## src/sv/ipimb_pkg.sv

```systemverilog
// ipimb_pkg: shared types and constants of the IPI mailbox register block.
// No dependencies; used by every module.
package ipimb_pkg;

    // Default sizing of the block.
    localparam int NODE_COUNT_DEF     = 4;
    localparam int CORES_PER_NODE_DEF = 4;
    localparam int MAILBOX_BYTES_DEF  = 32;

    // Fixed storage geometry: 16 core slots, four 64-bit mailbox words each.
    localparam int CORE_SLOTS = 16;
    localparam int MBOX_WORDS = 64;

    // Register offsets within a core's page.
    localparam logic [7:0] OFF_STATUS = 8'h00;
    localparam logic [7:0] OFF_ENABLE = 8'h04;
    localparam logic [7:0] OFF_SET    = 8'h08;
    localparam logic [7:0] OFF_CLEAR  = 8'h0c;
    localparam logic [7:0] OFF_MBOX   = 8'h20;

    // Access error codes.
    localparam logic [1:0] ERR_OK     = 2'd0;
    localparam logic [1:0] ERR_OFFSET = 2'd1;
    localparam logic [1:0] ERR_ALIGN  = 2'd2;

    localparam logic [5:0] NODE_POS_RESET = 6'd44;

    typedef struct packed {
        logic        operation;
        logic [47:0] address;
        logic [1:0]  access_size;
        logic [63:0] write_data;
    } t_req;

    typedef struct packed {
        logic [63:0] read_data;
        logic        raise_interrupt;
        logic        lower_interrupt;
        logic [3:0]  target_core;
        logic [1:0]  access_error;
    } t_rsp;

    typedef struct packed {
        logic capture;   // take the offered access into the request register
        logic commit;    // apply the access and load the result register
        logic load_mem;  // load the result register with mailbox read data
    } t_ctrl_cmd;

    typedef struct packed {
        logic mbox_read; // held access is a good mailbox read
        logic out_free;  // result register can take a new transfer
    } t_ctrl_stat;

endpackage

```

## src/sv/ipimb_ctrl.sv

```systemverilog
// ipimb_ctrl: sequencing state machine of the IPI mailbox block.
// Depends on ipimb_pkg for the command and status structs.
module ipimb_ctrl (
    input  logic                  i_clk,
    input  logic                  i_rst_n,
    input  logic                  i_in_valid,
    output logic                  o_in_ready,
    input  ipimb_pkg::t_ctrl_stat i_stat,
    output ipimb_pkg::t_ctrl_cmd  o_cmd
);

    localparam logic [1:0] S_IDLE = 2'd0;
    localparam logic [1:0] S_EXEC = 2'd1;
    localparam logic [1:0] S_MEM  = 2'd2;

    logic [1:0] r_state;
    logic [1:0] n_state;

    always_comb begin
        n_state        = r_state;
        o_in_ready     = 1'b0;
        o_cmd.capture  = 1'b0;
        o_cmd.commit   = 1'b0;
        o_cmd.load_mem = 1'b0;
        case (r_state)
            S_IDLE: begin
                o_in_ready = 1'b1;
                if (i_in_valid) begin
                    o_cmd.capture = 1'b1;
                    n_state       = S_EXEC;
                end
            end
            S_EXEC: begin
                // mailbox reads pass through S_MEM to wait for the registered RAM output
                if (i_stat.mbox_read) begin
                    n_state = S_MEM;
                end else if (i_stat.out_free) begin
                    o_cmd.commit = 1'b1;
                    n_state      = S_IDLE;
                end
            end
            S_MEM: begin
                if (i_stat.out_free) begin
                    o_cmd.load_mem = 1'b1;
                    n_state        = S_IDLE;
                end
            end
            default: begin
                n_state = S_IDLE;
            end
        endcase
    end

    always_ff @(posedge i_clk) begin
        if (!i_rst_n) begin
            r_state <= S_IDLE;
        end else begin
            r_state <= n_state;
        end
    end

endmodule

```

## config.mk

```make
export PLATFORM = sky130hd
export DESIGN_NAME = ipimb_ctrl
export DESIGN_NICKNAME = d
export VERILOG_FILES = /design/src/sv/ipimb_pkg.sv /design/src/sv/ipimb_ctrl.sv
export SDC_FILE = /design/constraint.sdc
export NUM_CORES = 1
export LEC_CHECK = 0
export BUFFER_PORTS_ARGS = -buffer_cell sky130_fd_sc_hd__buf_4
export CAP_MARGIN = 15
export CORE_AREA = 3 3 40 42
export DETAILED_ROUTE_END_ITERATION = 8
export DIE_AREA = 0 0 43 45
export PLACE_DENSITY = 0.3
export SLEW_MARGIN = 20
export SYNTH_ARGS = -nofsm -noshare
export SYNTH_HDL_FRONTEND = slang
export SYNTH_SLANG_ARGS = --single-unit
```

## constraint.sdc

```tcl
create_clock -name i_clk -period 1.1 [get_ports i_clk]
set_input_delay 0.11 -clock i_clk [delete_from_list [all_inputs] [get_ports i_clk]]
set_output_delay 0.11 -clock i_clk [all_outputs]
set_load 0.05 [all_outputs]
```

== Word-level counts from Yosys, hierarchy flattened ==
Cells that the tools add are included.
Storage, ports and cells
  output and inout port bits: 4
  flip-flop bits (word level): 2
  input bits: 5
  logic and storage cells: 16
Cells by class
  multiplexer cells: 11
  reduce and logical (&&, ||, !) cells: 1
  equality and inequality tests: 3
Operator list (number)
  1-bit 2-to-1 mux: 7
  2-bit 2-to-1 mux: 3
  2-bit case mux with 3 select lines: 1
  2-bit by 1-bit equality test with 1-bit output, second input constant: 1
  2-bit equality test, second input constant: 1
  2-bit zero test: 1
  2-bit != test, second input constant: 1

== Longest topological paths before layout ==
Gate-level depths: netlist (run 1).
  depth in word-level cells: 3
  depth in mapped cells: 2
  depth with buffers taken out: 2

== Worst setup path after synthesis (run 1) ==
OpenSTA, ideal clock, no wires.
  path kind: reg2out
  start point: register r_state[1]
  end point: output port o_cmd[1] (netlist name)
  required time: 0.990 ns
  setup slack: -0.876 ns
  stages on the path, launching flop included: 2
  path buffers: 0
  arrival: 1.866 ns
  cells stage by stage: dfxtp_1 > nor4bb_1
RTL lines
  from (decl): line ipimb_ctrl.sv:16  | logic [1:0] r_state;
  from (signal assigned): line ipimb_ctrl.sv:58  | r_state <= n_state;
  to (decl): line ipimb_ctrl.sv:9  | output ipimb_pkg::t_ctrl_cmd o_cmd

==> impl_metrics.env, run 1 <==
export IMPL_status="finished with violations"
export IMPL_violations="negative setup slack"
export IMPL_intPower_uw=243.6
export IMPL_detail_route_antenna_nets=0
export IMPL_ys_seq_area_share_pct=32.99
export IMPL_route_detailed_drc=0
export IMPL_syn_num_nets=19
export IMPL_synthTopCellsByArea="dfxtp_1 33%, or3b_1 14%, nand2b_1 10%, nor4bb_1 8.2%, a21oi_2 7.2%"
export IMPL_whs_ns=0.1466
export IMPL_wl_um=398
export IMPL_clkPwrFrac_pct=46.7
export IMPL_io_pins=9
export IMPL_period_minus_slack_ns=1.163
export IMPL_drt_vias_per_instance=3.537
export IMPL_coreArea_sq_mm=0.001285
export IMPL_regArea_sq_um=47.55
export IMPL_antenna_found_initial=0
export IMPL_worst_setup_path_end_kind="output port"
export IMPL_die_x_um=43
export IMPL_vdd_ir_drop_max_mv=0.2835
export IMPL_yosys_warnings=0
export IMPL_reg_largest_list="r_state x2"
export IMPL_ys_types=10
export IMPL_startpoint_type="flop"
export IMPL_combPwrFrac_pct=28.5
export IMPL_avgSynthCellArea_sq_um=8.669
export IMPL_wl_per_cell_um=9.707
export IMPL_critPathRequiredTime_ns=0.99
export IMPL_dr_pass1_iters=4
export IMPL_nets=33
export IMPL_num_antenna_cells=0
export IMPL_htreeDepth=1
export IMPL_fin_crit_sh_pct=105.8
export IMPL_post_route_util_pct=21.81
export IMPL_layout_cells_non_filler=41
export IMPL_drtIter0Drc=2
export IMPL_startpoint="r_state[1]$_SDFFE_PN0P_"
export IMPL_cp_max_fo=6
export IMPL_synth_seq_cells=2
export IMPL_p_sw_share_pct=28.71
export IMPL_yosys_area_top_type="dfxtp_1"
export IMPL_hold_class="input port to flop"
export IMPL_grt_max_degree=8
export IMPL_min_to="r_state[0]$_SDFFE_PN0P_"
export IMPL_p_sw_uw=98.12
export IMPL_grt_util_all_layers_pct=5.809
export IMPL_rr_endpoint="r_state[1]$_SDFFE_PN0P_"
export IMPL_p_leak_uw=0.0001119
export IMPL_clkSinkCount=2
export IMPL_fin_skew_ns=0.001620
export IMPL_final_layout_size_suffix_gt1_share_pct=73.08
export IMPL_fp_dieH_um=45
export IMPL_netlist_area_sq_um=121.4
export IMPL_tightest_slew_ns=0.2168
export IMPL_timing_rr_start="r_state[0]$_SDFFE_PN0P_"
export IMPL_fillCellCount=150
export IMPL_syn_to_final_growth_pct=130.9
export IMPL_pwr_share_seq_pct=24.8
export IMPL_rows=13
export IMPL_vias=145
export IMPL_syn_inst=14
export IMPL_drv_cap=0
export IMPL_hold_path_depth=3
export IMPL_io_buffers=8
export IMPL_regMostFlops="r_state"
export IMPL_setup_viol=1
export IMPL_insertion_delay_ns=0.22
export IMPL_dieArea_sq_mm=0.001935
export IMPL_yosys_area_top_type_share_pct=32.99
export IMPL_r2r_slack_ns=0.04
export IMPL_setup_slack_ns=-0.06343
export IMPL_grt_remaining_overflow=0
export IMPL_crit_type="flop to output port"
export IMPL_dp_cells=37
export IMPL_slew_headroom_pct=85.52
export IMPL_drv_slew=0
export IMPL_hp_start="i_rst_n"
export IMPL_finalPower_uw=341.7
export IMPL_clkTransAtPathRegs_ns=0.03
export IMPL_multi_input_comb_area_sq_um=108.9
export IMPL_reg2reg_depth=3
export IMPL_grt_pass1_vias=139
export IMPL_place_congestion=0.6904
export IMPL_grt_pass1_wl_um=690
export IMPL_numCtsBuffers=3
export IMPL_dp_final_hpwl_um=311.8
export IMPL_clockBufferDepth=2
export IMPL_initial_core_util_pct=9.445
export IMPL_hold_violations=0
export IMPL_cts_root_buf="clkbuf_4"
export IMPL_cts_tree="done"
export IMPL_largest_reg_flops=2
export IMPL_fmax_ghz=0.8595
export IMPL_rsz0062_at_grt="true"
export IMPL_cp_data_arrival_time_ns=1.05
export IMPL_p_per_area_mw_per_mm2=1219
-- repair_timing --
item                       in CTS  in global routing
pin swaps                       1                  0
setup endpoints to repair       3                  3
gates cloned                    0                  0
hold buffers                    0                  0
setup buffers                   0                  1
resized for setup               7                  1
-- synthesized netlist by cell type --
master and count:
dfxtp_1 2, nand2b_1 2, nor2_1 2, or3b_1 2, a21boi_1 1, a21oi_2 1, and2_1 1, nand2_1 1
nand3b_1 1, nor4bb_1 1
-- worst max-delay path, stage by stage, from the launching register on --
cell,delay (ns)
dfxtp_4,0.36
nor4bb_4,0.28
buf_6,0.19
-- kinds of logic after synthesis --
| kind of cell | count (synthesis) | synth area share [%] |
|---|---|---|
| AND/OR/NAND/NOR | 10 | 53.61 |
| flip-flops | 2 | 32.99 |
| AO/OA/AOI/OAI | 2 | 13.41 |
-- how the worst max path moves through the flow --
stage | endpoint
after floorplan | o_cmd[1]
after global placement | r_state[0]$_SDFFE_PN0P_
after detailed placement | r_state[1]$_SDFFE_PN0P_
after CTS | o_cmd[1]
after global routing | o_cmd[1]
final | o_cmd[1]
-- power groups by stage --
stage / Sequential [uW] / Clock [uW] / Combinational (uW)
floorplan: 85.6 / 0 / 57.2
global placement: 88.2 / 0 / 87.0
detailed placement: 88.2 / 0 / 87.1
CTS: 85.6 / 168 / 93.8
global route: 85.9 / 177 / 103
finish: 84.8 / 160 / 97.3
-- routing by layer --
metal  track usage [%]  wire (um)  share of wire, %  vias to the layer above
met5                 0          0                 0                        -
met4             7.229          0                 0                        0
met3             5.179         55                14                        0
met2             6.287        157                39                        9
met1             5.728        185                46                       63
li1                  -          -                 -                       73
-- per-stage QoR --
step	area [sq um]	TNS, ns	setup slack [ns]
after floorplan	148.9	-0.07620	-0.07620
after detailed placement	227.7	0	0.03093
after global placement	227.7	0	0.02453
after global routing	280.3	-0.1514	-0.09629
final	280.3	-0.06343	-0.06343
after CTS	269.0	-0.07724	-0.07724
-- area by class of cell --
| type | instances | area share (%) |
|---|---|---|
| flip-flops and latches | 2 | 16.96 |
| repair buffers | 9 | 29.46 |
| multi-input cells | 12 | 38.84 |
| well taps | 15 | 6.696 |
| clock buffers | 3 | 8.036 |
-- cell usage in the layout, fill, tap and decap left out --
| cell type | count |
|---|---|
| and2_4 | 1 |
| nand3b_1 | 1 |
| nor4bb_4 | 1 |
| clkbuf_4 | 3 |
| a21boi_1 | 1 |
| a21oi_2 | 1 |
| or3b_1 | 2 |
| buf_8 | 1 |
| dfxtp_4 | 2 |
| nand2b_1 | 2 |
| buf_4 | 6 |
| nand2_1 | 1 |
| nor2_2 | 1 |
| nor2_4 | 1 |
| buf_6 | 2 |
(Power assumes the default switching activity.)
==> run 2, diff against run 1 <==
--- a/config.mk
+++ b/config.mk
@@ -5,6 +5,7 @@
 export SDC_FILE = /design/constraint.sdc
 export NUM_CORES = 1
 export LEC_CHECK = 0
+export ABC_AREA = 1
 export BUFFER_PORTS_ARGS = -buffer_cell sky130_fd_sc_hd__buf_4
 export CAP_MARGIN = 15
 export CORE_AREA = 3 3 40 42
==> run 2 against run 1 <==
  * The flow still finishes with violations (negative setup slack)
  * Via count rose by 11%
  * Synthesized cell count up 36%
  * Non-clock buffer count is the same
  * Power increased by 4.7%
  * Sequential power about the same
  * Combinational power is 8% higher
  * Area after synthesis fell by 2.1%
  * Global-route usage rose by 0.33 points
  * Fmax grew 2.1%
  * Clock skew is 0.0054 ns higher
  * Critical endpoint unchanged
  * Largest cell class unchanged
==> impl_metrics.env, run 2 <==
export IMPL_rsz0062_at_grt="true"
export IMPL_fp_dieH_um=45
export IMPL_placed_area_sq_um=222.7
export IMPL_rows=13
export IMPL_yosysMostFrequentCell="inv_1"
export IMPL_slew_headroom_pct=89.71
export IMPL_post_route_util_pct=22.10
export IMPL_vias=161
export IMPL_synthTopCellsByArea="dfxtp_1 34%, inv_1 13%, nor2_2 11%, nand2_1 9.5%, nand3_1 8.4%"
export IMPL_route_detailed_drc=0
export IMPL_cts_tree="done"
export IMPL_reg2reg_depth=4
export IMPL_final_common_cell="buf_4"
export IMPL_netlist_area_sq_um=118.9
export IMPL_clkTransAtPathRegs_ns=0.03
export IMPL_syn_inst=19
export IMPL_grt_pass1_vias=189
export IMPL_async_reset_ff_share_pct=0
export IMPL_r2r_slack_ns=0.21
export IMPL_io_buffers=8
export IMPL_p_sw_uw=118.5
export IMPL_wl_um=426
export IMPL_grt_remaining_overflow=0
export IMPL_fmax_ghz=0.8779
export IMPL_num_antenna_cells=0
export IMPL_io_pins=9
export IMPL_die_x_um=43
export IMPL_synth_seq_cells=2
export IMPL_synth_edf_count=0
export IMPL_clkPwrFrac_pct=47.1
export IMPL_drv_slew=0
export IMPL_ys_seq_area_share_pct=33.68
export IMPL_setup_slack_ns=-0.03908
export IMPL_layout_cells_non_filler=46
export IMPL_critPathRequiredTime_ns=0.99
export IMPL_reg_largest_list="r_state x2"
export IMPL_clockBufferDepth=2
export IMPL_final_layout_size_suffix_gt1_share_pct=77.42
export IMPL_worst_setup_path_end_kind="output port"
export IMPL_fin_crit_sh_pct=103.6
export IMPL_yosys_area_top_type_share_pct=33.68
export IMPL_p_per_area_mw_per_mm2=1260
export IMPL_crit_path_frequent_cell="nor2_4"
export IMPL_cpPeakStageDelay_ns=0.38
export IMPL_startpoint="r_state[0]$_SDFFE_PN0P_"
export IMPL_numCtsBuffers=3
export IMPL_rr_endpoint="r_state[0]$_SDFFE_PN0P_"
export IMPL_yosys_area_top_type="dfxtp_1"
export IMPL_syn_to_final_growth_pct=138.9
export IMPL_startpoint_type="flop"
export IMPL_fin_skew_ns=0.006979
export IMPL_avgSynthCellArea_sq_um=6.256
export IMPL_design_area_sq_um=284.0
export IMPL_pwr_share_seq_pct=23.6
export IMPL_combPwrFrac_pct=29.3
export IMPL_timing_rr_start="r_state[1]$_SDFFE_PN0P_"
export IMPL_clkSinkCount=2
export IMPL_wl_per_cell_um=9.261
export IMPL_crit_type="flop to output port"
export IMPL_slowest_stage="dfxtp_4"
export IMPL_nets=38
export IMPL_largest_reg_flops=2
export IMPL_cp_max_fo=4
export IMPL_dp_cells=42
export IMPL_place_congestion=0.6565
export IMPL_hold_class="input port to flop"
export IMPL_synth_flop_cell="dfxtp_1"
export IMPL_insertion_delay_ns=0.23
export IMPL_drv_cap=0
export IMPL_grt_max_degree=5
export IMPL_vdd_ir_drop_max_mv=0.2813
export IMPL_tightest_slew_ns=0.1535
export IMPL_setup_viol=3
export IMPL_p_sw_share_pct=33.12
export IMPL_grt_pass1_wl_um=772
export IMPL_status="finished with violations"
export IMPL_ys_types=10
export IMPL_cp_data_arrival_time_ns=1.03
export IMPL_initial_core_util_pct=9.250
export IMPL_drt_vias_per_instance=3.500
export IMPL_htreeDepth=1
export IMPL_mostFrequentLayoutCells="6 x buf_4, 3 x nor2_4, 3 x clkbuf_4"
export IMPL_intPower_uw=239.4
export IMPL_violations="negative setup slack"
export IMPL_dr_pass1_iters=1
export IMPL_crit_end="o_cmd[1]"
export IMPL_regMostFlops="r_state"
export IMPL_cts_root_buf="clkbuf_4"
export IMPL_dieArea_sq_mm=0.001935
export IMPL_drtIter0Drc=0
export IMPL_coreArea_sq_mm=0.001285
export IMPL_place_ws_ns=0.03654
export IMPL_grt_util_all_layers_pct=6.141
export IMPL_dp_final_hpwl_um=285.6
export IMPL_detail_route_antenna_nets=0
export IMPL_period_minus_slack_ns=1.139
export IMPL_ys_top_cells_by_count="4 x inv_1, 3 x nand2_1"
export IMPL_p_leak_uw=0.0001168
export IMPL_syn_num_nets=24
export IMPL_hold_violations=0
export IMPL_antenna_found_initial=0
export IMPL_critical_path_cell_chain="inv_4 -> nor2_4 -> nand2_2 -> nor2_4 -> buf_6"
export IMPL_yosys_warnings=0
==> run 2: cell count changes after synthesis <==
cell	change
a21boi_1	-1
a21oi_1	+1
and2_1	-1
inv_1	+4
inv_2	+1
nand2_1	+2
nand2b_1	-2
nand3_1	+2
nand3b_1	-1
nor2_2	+2
nor3_1	+1
nor4bb_1	-1
or3b_1	-2
==> run 2: power by group through the flow <==
| stage | combinational [uW] | sequential (uW) | clock (uW) |
|---|---|---|---|
| after floorplan | 58.5 | 84.8 | 0 |
| after global placement | 88.3 | 85.7 | 0 |
| after detailed placement | 89.0 | 85.9 | 0 |
| after CTS | 105 | 84.3 | 173 |
| after global routing | 114 | 86.0 | 172 |
| final | 105 | 84.5 | 168 |
==> run 2: worst min path at each step <==
stage	startpoint	to	slack [ns]	cells past startpoint
floorplan	i_rst_n	r_state[0]$_SDFFE_PN0P_	0.25	2
global placement	i_rst_n	r_state[0]$_SDFFE_PN0P_	0.36	3
detailed placement	i_rst_n	r_state[0]$_SDFFE_PN0P_	0.36	3
CTS	i_rst_n	r_state[0]$_SDFFE_PN0P_	0.12	3
global route	i_rst_n	r_state[0]$_SDFFE_PN0P_	0.15	3
finish	i_rst_n	r_state[0]$_SDFFE_PN0P_	0.13	3
==> run 2: area by class of cell <==
class	instances	area (sq um)
fill	147	1001
multi-input combinational	12	87.58
timing repair buffer	9	82.58
sequential	2	47.55
inverter	5	25.02
clock buffer	3	22.52
tap	15	18.77
==> run 2: kinds of logic (layout without fill, tap and decap cells) <==
kind of cell    after synthesis  after routing  share of synthesized area, %
simple gates                 10             10                         38.94
compound gates                2              2                         11.58
buf+inv                       5             17                         15.78
flops                         2              2                         33.69
==> run 2: through the flow <==
stage               hold WS, ns  power (uW)  TNS [ns]
floorplan                0.2502       143.3  -0.08545
finish                   0.1291       357.9  -0.06838
global route             0.1521       372.1   -0.2250
CTS                      0.1168       362.6  -0.06096
detailed placement       0.3554       174.9         0
global placement         0.3563       174.0         0
==> run 2: layer usage <==
metal / vias up / global-route usage [%] / wire, um
li1: 82 / - / -
met1: 66 / 5.489 / 160
met2: 11 / 8.982 / 192
met3: 2 / 2.390 / 56
met4: 0 / 9.036 / 17
met5: - / 0 / 0
==> run 2: worst max-delay path, delay by kind of cell (launching register included) <==
family / cells / cell delay, ns
buffers and inverters: 2 / 0.20
DFF: 1 / 0.38
and+or+nand+nor: 3 / 0.23
==> run 2: timing repair <==
action	4_1_cts	5_1_grt
pin swaps	2	1
hold buffers	0	0
buffers inserted	1	0
setup endpoints to repair	3	3
gates resized for setup	10	1
